### src/rtl/xcsd_pkg.sv
// Package for the XBin cell stream decoder.
// Holds shared constants, codes and the structs passed between modules.
// No dependencies.
package xcsd_pkg;

   localparam int MAX_COLUMNS = 4096;
   localparam int COL_LIMIT   = (MAX_COLUMNS < 4096) ? MAX_COLUMNS : 4096;
   localparam int COL_W       = 12;
   localparam int WIDTH_W     = 13;
   localparam int ROW_W       = 16;
   localparam int COUNT_W     = 7;
   localparam int CSR_ADDR_W  = 2;
   localparam int CSR_DATA_W  = 16;
   localparam int RSP_DATA_W  = 48;

   localparam logic [WIDTH_W-1:0] COL_LIMIT_W = WIDTH_W'(COL_LIMIT);

   localparam logic [CSR_ADDR_W-1:0] CSR_COLUMNS    = 2'd0;
   localparam logic [CSR_ADDR_W-1:0] CSR_ROWS       = 2'd1;
   localparam logic [CSR_ADDR_W-1:0] CSR_COMPRESSED = 2'd2;
   localparam logic [CSR_ADDR_W-1:0] CSR_FONT_512   = 2'd3;

   localparam logic [1:0] PH_HEAD = 2'd0;
   localparam logic [1:0] PH_CHAR = 2'd1;
   localparam logic [1:0] PH_ATTR = 2'd2;

   localparam logic [1:0] RUN_LITERAL = 2'd0;
   localparam logic [1:0] RUN_CHAR    = 2'd1;
   localparam logic [1:0] RUN_ATTR    = 2'd2;
   localparam logic [1:0] RUN_BOTH    = 2'd3;

   localparam logic RSP_CELL  = 1'b0;
   localparam logic RSP_TRUNC = 1'b1;

   typedef struct packed {
      logic [ROW_W-1:0]   rows;
      logic               compressed;
      logic               font_512;
      logic [WIDTH_W-1:0] width;
   } cfg_type;

   typedef struct packed {
      logic absorb;
      logic step;
      logic err_load;
      logic clear;
   } ctrl_cmd_type;

   typedef struct packed {
      logic work_cell;
      logic work_err;
      logic fin_now;
      logic slot_free;
      logic more_cells;
      logic err_after;
      logic eod_held;
   } dp_status_type;

endpackage

### src/rtl/xcsd_csr.sv
// Configuration registers of the XBin cell stream decoder.
// Derives the effective row width in cells. Uses xcsd_pkg.
module xcsd_csr
   import xcsd_pkg::*;
(
   input  logic                  clock,
   input  logic                  reset,
   input  logic                  csr_write_en,
   input  logic [CSR_ADDR_W-1:0] csr_addr,
   input  logic [CSR_DATA_W-1:0] csr_wdata,
   output cfg_type               cfg
);

   logic [WIDTH_W-1:0] columns_ff;
   logic [ROW_W-1:0]   rows_ff;
   logic               compressed_ff;
   logic               font_512_ff;

   always_ff @(posedge clock) begin
      if (reset) begin
         columns_ff    <= WIDTH_W'(80);
         rows_ff       <= ROW_W'(25);
         compressed_ff <= 1'b0;
         font_512_ff   <= 1'b0;
      end else if (csr_write_en) begin
         unique case (csr_addr)
            CSR_COLUMNS:    columns_ff    <= csr_wdata[WIDTH_W-1:0];
            CSR_ROWS:       rows_ff       <= csr_wdata[ROW_W-1:0];
            CSR_COMPRESSED: compressed_ff <= csr_wdata[0];
            CSR_FONT_512:   font_512_ff   <= csr_wdata[0];
            default: ;
         endcase
      end
   end

   always_comb begin
      cfg.rows       = rows_ff;
      cfg.compressed = compressed_ff;
      cfg.font_512   = font_512_ff;
      priority if (columns_ff == '0) begin
         cfg.width = WIDTH_W'(1);
      end else if (columns_ff > COL_LIMIT_W) begin
         cfg.width = COL_LIMIT_W;
      end else begin
         cfg.width = columns_ff;
      end
   end

endmodule

### src/rtl/xcsd_ctrl.sv
// Controller of the XBin cell stream decoder.
// Sequences byte intake, cell emission and the truncation result. Uses xcsd_pkg.
module xcsd_ctrl
   import xcsd_pkg::*;
(
   input  logic          clock,
   input  logic          reset,
   input  logic          req_tvalid,
   output logic          req_tready,
   input  dp_status_type st,
   output ctrl_cmd_type  cmd
);

   typedef enum logic [2:0] {
      S_IDLE  = 3'b001,
      S_CELL  = 3'b010,
      S_ERROR = 3'b100
   } ctrl_state_type;

   ctrl_state_type state_ff, state_in;

   always_ff @(posedge clock) begin
      if (reset) begin
         state_ff <= S_IDLE;
      end else begin
         state_ff <= state_in;
      end
   end

   always_comb begin
      state_in   = state_ff;
      cmd        = '0;
      req_tready = 1'b0;
      unique case (state_ff)
         S_IDLE: begin
            req_tready = 1'b1;
            if (req_tvalid) begin
               cmd.absorb = 1'b1;
               priority if (st.work_cell) begin
                  state_in = S_CELL;
               end else if (st.work_err) begin
                  state_in = S_ERROR;
               end else begin
                  cmd.clear = st.fin_now;
               end
            end
         end
         S_CELL: begin
            if (st.slot_free) begin
               cmd.step = 1'b1;
               priority if (st.more_cells) begin
                  state_in = S_CELL;
               end else if (st.err_after) begin
                  state_in = S_ERROR;
               end else begin
                  cmd.clear = st.eod_held;
                  state_in  = S_IDLE;
               end
            end
         end
         S_ERROR: begin
            if (st.slot_free) begin
               cmd.err_load = 1'b1;
               cmd.clear    = 1'b1;
               state_in     = S_IDLE;
            end
         end
         default: begin
            state_in = S_IDLE;
         end
      endcase
   end

endmodule

### src/rtl/xcsd_dpath.sv
// Datapath of the XBin cell stream decoder.
// Run state, cell position, held bytes and the result register. Uses xcsd_pkg.
module xcsd_dpath
   import xcsd_pkg::*;
(
   input  logic                  clock,
   input  logic                  reset,
   input  cfg_type               cfg,
   input  logic [7:0]            req_tdata,
   input  logic                  req_tlast,
   input  ctrl_cmd_type          cmd,
   output dp_status_type         st,
   output logic                  rsp_tvalid,
   input  logic                  rsp_tready,
   output logic [RSP_DATA_W-1:0] rsp_tdata,
   output logic                  rsp_tuser,
   output logic                  rsp_tlast
);

   logic [1:0]         phase_ff, phase_in;
   logic [1:0]         kind_ff, kind_in;
   logic [COUNT_W-1:0] left_ff, left_in;
   logic [7:0]         char_ff, char_in;
   logic [7:0]         attr_ff, attr_in;
   logic               cv_ff, cv_in;
   logic               av_ff, av_in;
   logic [COL_W-1:0]   col_ff, col_in;
   logic [ROW_W-1:0]   row_ff, row_in;
   logic               stop_ff, stop_in;
   logic               eod_ff, eod_in;

   logic                  out_valid_ff, out_valid_in;
   logic [RSP_DATA_W-1:0] out_data_ff, out_data_in;
   logic                  out_user_ff, out_user_in;
   logic                  out_last_ff, out_last_in;

   // intake decode
   logic               ab_hdr;
   logic               ab_cv, ab_av, ab_both;
   logic               ab_cv_post, ab_av_post;
   logic [1:0]         ab_phase;
   logic               ab_cell, ab_err;

   // cell step
   logic               sp_drop;
   logic [WIDTH_W-1:0] sp_col_inc;
   logic               sp_wrap;
   logic [COL_W-1:0]   sp_col;
   logic [ROW_W-1:0]   sp_row;
   logic               sp_stop;
   logic [COUNT_W-1:0] sp_left;
   logic [1:0]         sp_phase;

   function automatic logic [1:0] next_need(input logic [1:0] kind, input logic cv,
                                           input logic av);
      logic [1:0] ph;
      if (kind == RUN_ATTR) begin
         ph = av ? PH_CHAR : PH_ATTR;
      end else begin
         ph = cv ? PH_ATTR : PH_CHAR;
      end
      return ph;
   endfunction

   always_comb begin
      ab_hdr     = (phase_ff == PH_HEAD) || (phase_ff > PH_ATTR) || (left_ff == '0);
      ab_cv      = (phase_ff == PH_CHAR) ? 1'b1 : cv_ff;
      ab_av      = (phase_ff == PH_CHAR) ? av_ff : 1'b1;
      ab_both    = ab_cv && ab_av;
      ab_cv_post = ab_cv;
      ab_av_post = ab_av;
      if (ab_both && (kind_ff != RUN_BOTH)) begin
         ab_cv_post = (kind_ff == RUN_CHAR) ? ab_cv : 1'b0;
         ab_av_post = (kind_ff == RUN_ATTR) ? ab_av : 1'b0;
      end
      ab_phase = next_need(kind_ff, ab_cv_post, ab_av_post);
      ab_cell  = 1'b0;
      ab_err   = 1'b0;
      if (!stop_ff) begin
         if (cfg.compressed) begin
            if (!ab_hdr) begin
               ab_cell = ab_both;
               ab_err  = req_tlast && !ab_both;
            end
         end else begin
            ab_cell = (phase_ff == PH_ATTR);
         end
      end
   end

   always_comb begin
      sp_drop    = (row_ff >= cfg.rows);
      sp_col_inc = {1'b0, col_ff} + WIDTH_W'(1);
      sp_wrap    = (sp_col_inc >= cfg.width);
      sp_col     = col_ff;
      sp_row     = row_ff;
      if (!sp_drop) begin
         sp_col = sp_wrap ? '0 : sp_col_inc[COL_W-1:0];
         sp_row = sp_wrap ? row_ff + ROW_W'(1) : row_ff;
      end
      sp_stop  = sp_drop || (sp_row >= cfg.rows);
      sp_left  = cfg.compressed ? left_ff - COUNT_W'(1) : left_ff;
      sp_phase = (cfg.compressed && (sp_left == '0)) ? PH_HEAD : phase_ff;
   end

   always_comb begin
      st.work_cell  = ab_cell;
      st.work_err   = ab_err;
      st.fin_now    = req_tlast && !ab_cell && !ab_err;
      st.slot_free  = !out_valid_ff || rsp_tready;
      st.more_cells = cfg.compressed && (kind_ff == RUN_BOTH) && (sp_left != '0) && !sp_stop;
      st.err_after  = eod_ff && cfg.compressed && !sp_stop && (sp_phase != PH_HEAD)
                      && (sp_left != '0);
      st.eod_held   = eod_ff;
   end

   always_comb begin
      phase_in = phase_ff;
      kind_in  = kind_ff;
      left_in  = left_ff;
      char_in  = char_ff;
      attr_in  = attr_ff;
      cv_in    = cv_ff;
      av_in    = av_ff;
      col_in   = col_ff;
      row_in   = row_ff;
      stop_in  = stop_ff;
      eod_in   = eod_ff;
      priority if (cmd.clear) begin
         phase_in = PH_HEAD;
         kind_in  = RUN_LITERAL;
         left_in  = '0;
         char_in  = '0;
         attr_in  = '0;
         cv_in    = 1'b0;
         av_in    = 1'b0;
         col_in   = '0;
         row_in   = '0;
         stop_in  = 1'b0;
         eod_in   = 1'b0;
      end else if (cmd.absorb) begin
         eod_in = req_tlast;
         if (!stop_ff) begin
            if (cfg.compressed) begin
               if (ab_hdr) begin
                  if (!req_tlast) begin
                     kind_in  = req_tdata[7:6];
                     left_in  = {1'b0, req_tdata[5:0]} + COUNT_W'(1);
                     cv_in    = 1'b0;
                     av_in    = 1'b0;
                     phase_in = (req_tdata[7:6] == RUN_ATTR) ? PH_ATTR : PH_CHAR;
                  end else begin
                     phase_in = PH_HEAD;
                  end
               end else begin
                  if (phase_ff == PH_CHAR) begin
                     char_in = req_tdata;
                  end else begin
                     attr_in = req_tdata;
                  end
                  cv_in    = ab_cv_post;
                  av_in    = ab_av_post;
                  phase_in = ab_phase;
               end
            end else begin
               if (phase_ff != PH_ATTR) begin
                  char_in  = req_tdata;
                  cv_in    = 1'b1;
                  phase_in = PH_ATTR;
               end else begin
                  attr_in  = req_tdata;
                  cv_in    = 1'b0;
                  av_in    = 1'b0;
                  phase_in = PH_CHAR;
               end
            end
         end
      end else if (cmd.step) begin
         col_in   = sp_col;
         row_in   = sp_row;
         stop_in  = sp_stop;
         left_in  = sp_left;
         phase_in = sp_phase;
      end else begin
         eod_in = eod_ff;
      end
   end

   always_comb begin
      out_valid_in = out_valid_ff && !rsp_tready;
      out_data_in  = out_data_ff;
      out_user_in  = out_user_ff;
      out_last_in  = out_last_ff;
      priority if (cmd.step && !sp_drop) begin
         out_valid_in = 1'b1;
         out_user_in  = RSP_CELL;
         out_last_in  = !st.more_cells && !st.err_after;
         out_data_in  = {3'b000, cfg.font_512 && attr_ff[3], attr_ff[7:4], attr_ff[3:0],
                         char_ff, row_ff, col_ff};
      end else if (cmd.err_load) begin
         out_valid_in = 1'b1;
         out_user_in  = RSP_TRUNC;
         out_last_in  = 1'b1;
         out_data_in  = {20'd0, row_ff, col_ff};
      end else begin
         out_valid_in = out_valid_ff && !rsp_tready;
      end
   end

   always_ff @(posedge clock) begin
      if (reset) begin
         phase_ff     <= PH_HEAD;
         kind_ff      <= RUN_LITERAL;
         left_ff      <= '0;
         char_ff      <= '0;
         attr_ff      <= '0;
         cv_ff        <= 1'b0;
         av_ff        <= 1'b0;
         col_ff       <= '0;
         row_ff       <= '0;
         stop_ff      <= 1'b0;
         eod_ff       <= 1'b0;
         out_valid_ff <= 1'b0;
      end else begin
         phase_ff     <= phase_in;
         kind_ff      <= kind_in;
         left_ff      <= left_in;
         char_ff      <= char_in;
         attr_ff      <= attr_in;
         cv_ff        <= cv_in;
         av_ff        <= av_in;
         col_ff       <= col_in;
         row_ff       <= row_in;
         stop_ff      <= stop_in;
         eod_ff       <= eod_in;
         out_valid_ff <= out_valid_in;
      end
   end

   always_ff @(posedge clock) begin
      out_data_ff <= out_data_in;
      out_user_ff <= out_user_in;
      out_last_ff <= out_last_in;
   end

   assign rsp_tvalid = out_valid_ff;
   assign rsp_tdata  = out_data_ff;
   assign rsp_tuser  = out_user_ff;
   assign rsp_tlast  = out_last_ff;

endmodule

### src/rtl/xbin_cell_stream_decoder_top.sv
// XBin cell stream decoder, top level: configuration registers, controller and datapath.
// Uses xcsd_pkg, xcsd_csr, xcsd_ctrl and xcsd_dpath.
//
// Takes the bytes of the cell data section one transfer at a time and puts out one
// transfer per decoded character cell, plus one truncation error transfer (tuser set)
// when the stream ends inside a compressed run. A byte that completes cells holds the
// input while its cells are put out or dropped (up to 64 for a run that repeats both
// character and attribute), and then while any truncation error is loaded. The emit
// sequencer moves one result per cycle through the single output register; a stalled
// output holds the sequencer and the input waits meanwhile. The last transfer caused
// by an input byte carries tlast. Cells at or past the configured row count are
// dropped and later bytes are ignored until end of data.
module xbin_cell_stream_decoder_top
   import xcsd_pkg::*;
(
   input  logic                  clock,
   input  logic                  reset,
   input  logic                  req_tvalid,
   output logic                  req_tready,
   input  logic [7:0]            req_tdata,   // [7:0] data_byte
   input  logic                  req_tlast,   // end_of_data
   output logic                  rsp_tvalid,
   input  logic                  rsp_tready,
   // [11:0] cell_column, [27:12] cell_row, [35:28] char_code, [39:36] fore_color,
   // [43:40] back_color, [44] high_font, [47:45] zero
   output logic [RSP_DATA_W-1:0] rsp_tdata,
   output logic                  rsp_tuser,   // status
   output logic                  rsp_tlast,   // last_of_run
   input  logic                  csr_write_en,
   input  logic [CSR_ADDR_W-1:0] csr_addr,
   input  logic [CSR_DATA_W-1:0] csr_wdata
);

   cfg_type       cfg;
   ctrl_cmd_type  cmd;
   dp_status_type st;

   xcsd_csr u_csr (
      .clock        (clock),
      .reset        (reset),
      .csr_write_en (csr_write_en),
      .csr_addr     (csr_addr),
      .csr_wdata    (csr_wdata),
      .cfg          (cfg)
   );

   xcsd_ctrl u_ctrl (
      .clock      (clock),
      .reset      (reset),
      .req_tvalid (req_tvalid),
      .req_tready (req_tready),
      .st         (st),
      .cmd        (cmd)
   );

   xcsd_dpath u_dpath (
      .clock      (clock),
      .reset      (reset),
      .cfg        (cfg),
      .req_tdata  (req_tdata),
      .req_tlast  (req_tlast),
      .cmd        (cmd),
      .st         (st),
      .rsp_tvalid (rsp_tvalid),
      .rsp_tready (rsp_tready),
      .rsp_tdata  (rsp_tdata),
      .rsp_tuser  (rsp_tuser),
      .rsp_tlast  (rsp_tlast)
   );

endmodule

### config.mk
export PLATFORM = sky130hd
export DESIGN_NAME = xbin_cell_stream_decoder_top
export DESIGN_NICKNAME = d
export VERILOG_FILES = /design/src/rtl/xcsd_pkg.sv /design/src/rtl/xcsd_csr.sv /design/src/rtl/xcsd_ctrl.sv /design/src/rtl/xcsd_dpath.sv /design/src/rtl/xbin_cell_stream_decoder_top.sv
export SDC_FILE = /design/constraint.sdc
export NUM_CORES = 1
export LEC_CHECK = 0
export BUFFER_PORTS_ARGS = -buffer_cell sky130_fd_sc_hd__buf_2
export CAP_MARGIN = 20
export CORE_ASPECT_RATIO = 0.7
export CORE_MARGIN = 2
export CORE_UTILIZATION = 64
export DETAILED_ROUTE_END_ITERATION = 12
export PLACE_DENSITY = 0.86
export SYNTH_ARGS = -nofsm -noshare
export SYNTH_HDL_FRONTEND = slang
export SYNTH_SLANG_ARGS = --single-unit
### constraint.sdc
create_clock -name clock -period 8.4 [get_ports clock]
set_input_delay 0.42 -clock clock [delete_from_list [all_inputs] [get_ports clock]]
set_output_delay 0.42 -clock clock [all_outputs]
set_load 0.02 [all_outputs]
==> results of run 1 <==
Yosys cell counts, drive strengths merged (2+ instances only):
cell,n,share of area
a2111oi,2,0.0031
a211oi,9,0.0096
a21o,3,0.0030
a21oi,51,0.036
a221o,2,0.0026
a22oi,14,0.016
a31oi,6,0.0050
and2,22,0.018
and3,8,0.0073
and4,4,0.0046
buf,19,0.017
clkbuf,23,0.011
dfxtp,95,0.25
edfxtp,46,0.18
ha,51,0.084
inv,30,0.015
mux2i,24,0.032
nand2,120,0.060
nand2b,7,0.0058
nand3,21,0.016
nand3b,5,0.0050
nand4,6,0.0058
nor2,40,0.021
nor2b,4,0.0033
nor3,73,0.058
nor3b,8,0.0093
nor4,12,0.011
nor4b,5,0.0066
o211ai,2,0.0020
o21ai,24,0.016
o22ai,2,0.0017
o32ai,2,0.0023
or2,4,0.0033
or3b,2,0.0023
xnor2,30,0.035
xor2,18,0.021
through the flow:
step / util / std cells
global placement: 0.690 / 1008
CTS: 0.742 / 1040
finish: 0.743 / 1042
floorplan: - / 809
global route: 0.743 / 1042
detailed placement: 0.690 / 1008
state kept, by name, indices dropped and copies added, names as in the netlist, 2 cells and up:
name               count
u_dpath.col_ff        12
u_dpath.left_ff        7
u_csr.rows_ff         16
u_ctrl.state_ff        3
u_dpath.char_ff        8
u_dpath.phase_ff       2
u_dpath.row_ff        16
u_dpath.kind_ff        2
u_csr.columns_ff      13
u_dpath.attr_ff        8
u_dpath.rsp_tdata     45
per-layer routing:
metal  part of all wire  up-vias
li1                   -     3009
met5                  0        -
met2               0.47      320
met4              0.021        0
met1               0.43     3040
met3              0.081       47
placed cells by master (no fill, tap or decap), types with 6 or more instances in the layout:
cell type,n
xnor2_1,30
nor3b_1,6
nor3_2,15
a211oi_1,8
nor4_1,11
a31oi_1,6
nand2_1,118
mux2i_1,24
nor3_1,58
dfxtp_1,95
a21oi_1,49
nand3_1,20
nand2b_1,7
and2_1,22
xor2_1,18
nor2_1,38
clkbuf_16,17
a22oi_1,13
inv_1,29
buf_2,81
and3_1,7
o21ai_0,22
edfxtp_1,46
ha_1,51
inv_8,6
path summary, 6_finish.rpt:
kind / startpoint / end / slack, ns / cells after the start
worst max-delay path: u_dpath.col_ff[0] / u_dpath.kind_ff[1] / 2.01 / 24
worst min-delay path: csr_wdata[15] / u_csr.rows_ff[15] / 0.24 / 3
worst max register to register: u_dpath.col_ff[0] / u_dpath.kind_ff[1] / 2.01 / 24
worst min register to register: u_csr.rows_ff[8] / u_csr.rows_ff[8] / 0.46 / 2
cell families after synthesis:
group,Yosys count
compound gates,124
xor+xnor,48
fa+ha+maj,51
buf+inv,72
flops,141
mux,25
other cells,1
simple gates,345
cell type report:
type                    instances  share of cell area
repair buffers                 86              0.0514
multi-input cells             596               0.463
clock inverters                15              0.0199
flip-flops and latches        141               0.381
inverters                      30              0.0131
well taps                     157              0.0228
clock buffers                  17              0.0493
power groups by stage:
stage	combinational [mW]	clock (mW)	sequential [mW]
final	0.354	0.758	0.782
after global routing	0.385	0.789	0.785
after CTS	0.347	0.760	0.781
after detailed placement	0.342	0	0.794
after global placement	0.334	0	0.791
after floorplan	0.252	0	0.797
critical path: stages (launching register included):
cell and delay, ns:
dfxtp_1 0.42, ha_1 0.23, and3_1 0.22, nand3_1 0.13, nor2_1 0.19, nand4_1 0.14
xnor2_1 0.22, ha_1 0.28, a21oi_1 0.15, o21ai_0 0.12, a21o_1 0.17, a31oi_1 0.14
buf_4 0.29, or2_1 0.43, nor3_2 0.10, xor2_1 0.16, ha_1 0.30, nand2_1 0.07
nor3_1 0.20, a21oi_1 0.11, o41ai_1 0.66, nor2_2 0.17, a21oi_4 0.66, buf_4 0.52
nor3_1 0.12
==> results.toml, run 1 <==
[timing]
setup_viol = 0
min_period_ns = 6.39
setup_ws_ns = 2.01
finalCritPeriodShare = 0.761
hold_viol_final = 0
worst_hold_slack_ns = 0.239
worst-slew-pin-transition_ns = 0.837
fin_setup_tns_ns = 0
clock_skew_ns = 0.0104
relSlewSlack = 0.440
rsz0062_at_grt = "false"
final_max_slew_viol_count = 0
fmaxAchievable_mhz = 156

[global_route]
grt_pass1_vias = 6121
use_met2 = 0.503
met1_usage = 0.400
grt_max_degree = 43
antenna_found_initial = 0
grt_util_all_layers = 0.304
top_usage_layer = "met2"
grt_pass1_wl_mm = 30.2
grt_use_met3 = 0.0682
grt-ovfl-total = 0

[final_layout]
multi_input_area_sq_um = 3990
regArea_sq_um = 3280
drive_gt1_frac = 0.183
diodes = 0
final_area_sq_um = 8620
nets = 955
syn2layout_area_growth_pct = 14.0
fillCellCount = 812

[power_and_ir_drop]
swShare = 0.318
power_per_cell_area_nw_per_um2 = 220
switchingPower_mw = 0.602
seqPwrFrac = 0.413
combPwrFrac = 0.187
intPower_mw = 1.29
total_power_mw = 1.89
irDropWorstVdd_mv = 0.164
pwr-share-clk = 0.400
p_leak_nw = 3.50

[route]
drt-initial-drc-count = 728
drc = 0
first_pass_iters = 6
drt-total-wl_mm = 18.8
vias = 6416
post_drt_wl_per_cell_um = 18.0
vias_per_cell = 6.16
ant_nets = 0

[die]
io_pins = 84
coreArea_sq_um = 11600
std_cell_rows = 33
die_y_um = 95.0
start_util = 0.652
die_area_sq_um = 12700
die_w_um = 134

[clock_tree]
postCtsSetupBuffers = 0
clock-sinks = 141
insertion_delay_ns = 0.42
h-tree-depth = 4
hold_buffers = 0
cts_tree = "yes"
clkTransAtPathRegs_ns = 0.06
clock_path_buffers = 2
post_cts_resized = 0
numCtsBuffers = 17
cts_root_buffer = "clkbuf_16"

[worst_setup_path]
crit_arrival_ns = 6.67
critPathKind = "flop to flop"
crit_required_ns = 8.68
crit_fanout = 33
cp-start-kind = "flop"
end_kind = "flop"

[synth]
yosys.area_share.adder = 0.0844
synth_ff_type = "dfxtp_1"
synth_async_sr_flop_share = 0
syn_inst = 807
synth_compound_area_frac = 0.106
synth_top_family_by_area = "simple AND/OR/NAND/NOR gates"
synth_xor_area_frac = 0.0556
synth-simple-area-share = 0.243
synth_cell_types = 71
synthMuxAreaShare = 0.0332
avgSynthCellArea_sq_um = 9.37
synth_seq_cells = 141
syn_area_sq_um = 7560
synth-seq-area-share = 0.434
yosys_warnings = 0
synth_edf_count = 46

[place]
place.gp.congestion = 0.971
dp_hpwl_mm = 13.2
pre_cts_ws_ns = 2.28
portBuffers = 80
placed_area_sq_um = 8010

[min_path]
hold_path_class = "input port to flop"

[job]
drv_cap = 0

[run_status]
outcome = "complete, no violations"
Power figures use the tool's default switching activity.
==> inputs of run 2 (changes only) <==
--- a/config.mk
+++ b/config.mk
@@ -9,9 +9,9 @@
 export CAP_MARGIN = 20
 export CORE_ASPECT_RATIO = 0.7
 export CORE_MARGIN = 2
-export CORE_UTILIZATION = 64
+export CORE_UTILIZATION = 53
 export DETAILED_ROUTE_END_ITERATION = 12
-export PLACE_DENSITY = 0.86
+export PLACE_DENSITY = 0.76
 export SYNTH_ARGS = -nofsm -noshare
 export SYNTH_HDL_FRONTEND = slang
 export SYNTH_SLANG_ARGS = --single-unit
==> constraint.sdc (replaced) <==
create_clock -name clock -period 5.64 [get_ports clock]
set_input_delay 0.282 -clock clock [delete_from_list [all_inputs] [get_ports clock]]
set_output_delay 0.282 -clock clock [all_outputs]
set_load 0.02 [all_outputs]
==> results.toml, run 2 (synthesis gave the netlist of run 1 again) <==
[power_and_ir_drop]
seqPwrFrac = 0.419
pwr-share-clk = 0.393
irDropWorstVdd_mv = 0.212
total_power_mw = 2.77
swShare = 0.321
intPower_mw = 1.88
p_leak_nw = 3.49
power_per_cell_area_nw_per_um2 = 319
combPwrFrac = 0.187
switchingPower_mw = 0.887

[final_layout]
largest_reg_flops = 45
diodes = 0
drive_gt1_frac = 0.186
syn2layout_area_growth_pct = 14.6
final_common_cell = "nand2_1"
final_cells = 1076
final_cell_mix = "118 x nand2_1, 95 x dfxtp_1, 80 x buf_2"
fillCellCount = 1152
nets = 956

[worst_setup_path]
crit_chain = "ha_1 -> and3_1 -> nand3_1 -> nor2_1 -> nand4_1 -> xnor2_1 -> ha_1 -> a21oi_1 -> o21ai_0 -> a21o_1 -> a31oi_2 -> or2_1 -> nor3_2 -> xor2_1 -> ha_1 -> nand2_1 -> nor3_1 -> a21oi_1 -> o41ai_2 -> nor2_2 -> a21oi_4 -> buf_6 -> nor3_1"
cpLargestDelayFamily = "simple AND/OR/NAND/NOR gates"
crit_required_ns = 5.92
reg2regPathDepth = 23
end_kind = "flop"
reg2reg_slack_ns = 0.54
crit_top_cell = "ha_1"
crit_slowest_cell = "or2_1"
r2r_end = "u_dpath.col_ff[7]"
cp_num_buf_inv = 1
crit_arrival_ns = 5.38
critPathKind = "flop to flop"
crit_fanout = 48
worstReg2RegStart = "u_dpath.col_ff[0]"
max_stage_delay_ns = 0.42
cp-start-kind = "flop"

[die]
coreArea_sq_um = 13900
die_area_sq_um = 15300
die_y_um = 104
std_cell_rows = 36
start_util = 0.544
die_w_um = 147
io_pins = 84

[clock_tree]
clkTransAtPathRegs_ns = 0.07
cts_tree = "yes"
clock-sinks = 141
insertion_delay_ns = 0.43
clock_path_buffers = 2
h-tree-depth = 4
cts_root_buffer = "clkbuf_16"
hold_buffers = 0
numCtsBuffers = 17

[timing]
relSlewSlack = 0.413
min_period_ns = 5.10
fmaxAchievable_mhz = 196
rsz0062_at_grt = "false"
worst-slew-pin-transition_ns = 0.876
hold_viol_final = 0
finalCritPeriodShare = 0.904
final_max_slew_viol_count = 0
setup_ws_ns = 0.542
setup_viol = 0
worst_hold_slack_ns = 0.0863
clock_skew_ns = 0.0119
fin_setup_tns_ns = 0

[place]
placed_cells = 1043
portBuffers = 80
pre_cts_ws_ns = 0.396
place.gp.congestion = 0.923
dp_hpwl_mm = 12.1

[min_path]
hold_path_end = "u_csr.columns_ff[6]"
hold_depth = 3
hp-start = "csr_wdata[6]"
hold_path_class = "input port to flop"

[global_route]
antenna_found_initial = 0
grt_pass1_vias = 5605
grt_max_degree = 52
grt-ovfl-total = 0
grt_pass1_wl_mm = 28.6
grt_util_all_layers = 0.233

[route]
first_pass_iters = 5
post_drt_wl_per_cell_um = 16.1
vias = 6127
drt-total-wl_mm = 17.3
ant_nets = 0
drt-initial-drc-count = 439
vias_per_cell = 5.69
drc = 0

[run_status]
outcome = "complete, no violations"

[job]
drv_cap = 0
-- run 2: metal layers --
metal	global-route usage	vias up	share of wire
met5	0	-	0
met4	0.0763	0	0.017
met3	0.0487	29	0.066
met2	0.336	217	0.43
met1	0.349	2866	0.49
li1	-	3015	-
-- run 2: timing repair --
action                     4_1_cts  5_1_grt
setup buffers                    0        0
gates resized for setup          0        2
setup endpoints to repair        0       48
-- run 2: how the worst max path moves through the flow --
stage / startpoint / endpoint / cells past startpoint
final: u_dpath.col_ff[0] / u_dpath.col_ff[7] / 23
after global routing: u_dpath.col_ff[0] / u_dpath.col_ff[7] / 23
after CTS: u_dpath.col_ff[0] / u_dpath.col_ff[7] / 23
after detailed placement: u_dpath.col_ff[0] / u_dpath.col_ff[5] / 23
after global placement: u_dpath.col_ff[0] / u_dpath.col_ff[3] / 23
after floorplan: u_dpath.col_ff[0] / u_dpath.row_ff[7] / 25
-- run 2: area by class of cell --
class	instances	area, sq um	share of cell area
clock buffers	17	425	0.0491
clock inverters	15	153	0.0176
inverters	30	113	0.0130
multi-input cells	596	4000	0.462
flip-flops and latches	141	3280	0.379
well taps	190	238	0.0274
repair buffers	87	457	0.0527
-- run 2: worst register-to-register path, cell delays in order, from the launching register on --
cell     delay, ns
dfxtp_1       0.41
ha_1          0.22
and3_1        0.21
nand3_1       0.12
nor2_1        0.19
nand4_1       0.13
xnor2_1       0.26
ha_1          0.30
a21oi_1       0.14
o21ai_0       0.10
a21o_1        0.17
a31oi_2       0.15
or2_1         0.42
nor3_2        0.11
xor2_1        0.16
ha_1          0.31
nand2_1       0.07
nor3_1        0.18
a21oi_1       0.11
o41ai_2       0.42
nor2_2        0.14
a21oi_4       0.16
buf_6         0.34
nor3_1        0.14
-- run 2: metrics by stage --
step	instance area, sq um	utilization
global route	8670	0.623
global placement	8070	0.580
CTS	8650	0.622
detailed placement	8070	0.580
finish	8670	0.623
floorplan	7570	-
-- run 2: power by group through the flow --
stage          Clock, mW  Combinational, mW  Sequential, mW
3_3_place_gp           0              0.500            1.18
2_1_floorplan          0              0.375            1.19
5_1_grt             1.14              0.568            1.17
6_report            1.09              0.518            1.16
3_5_place_dp           0              0.504            1.18
4_1_cts             1.10              0.510            1.16
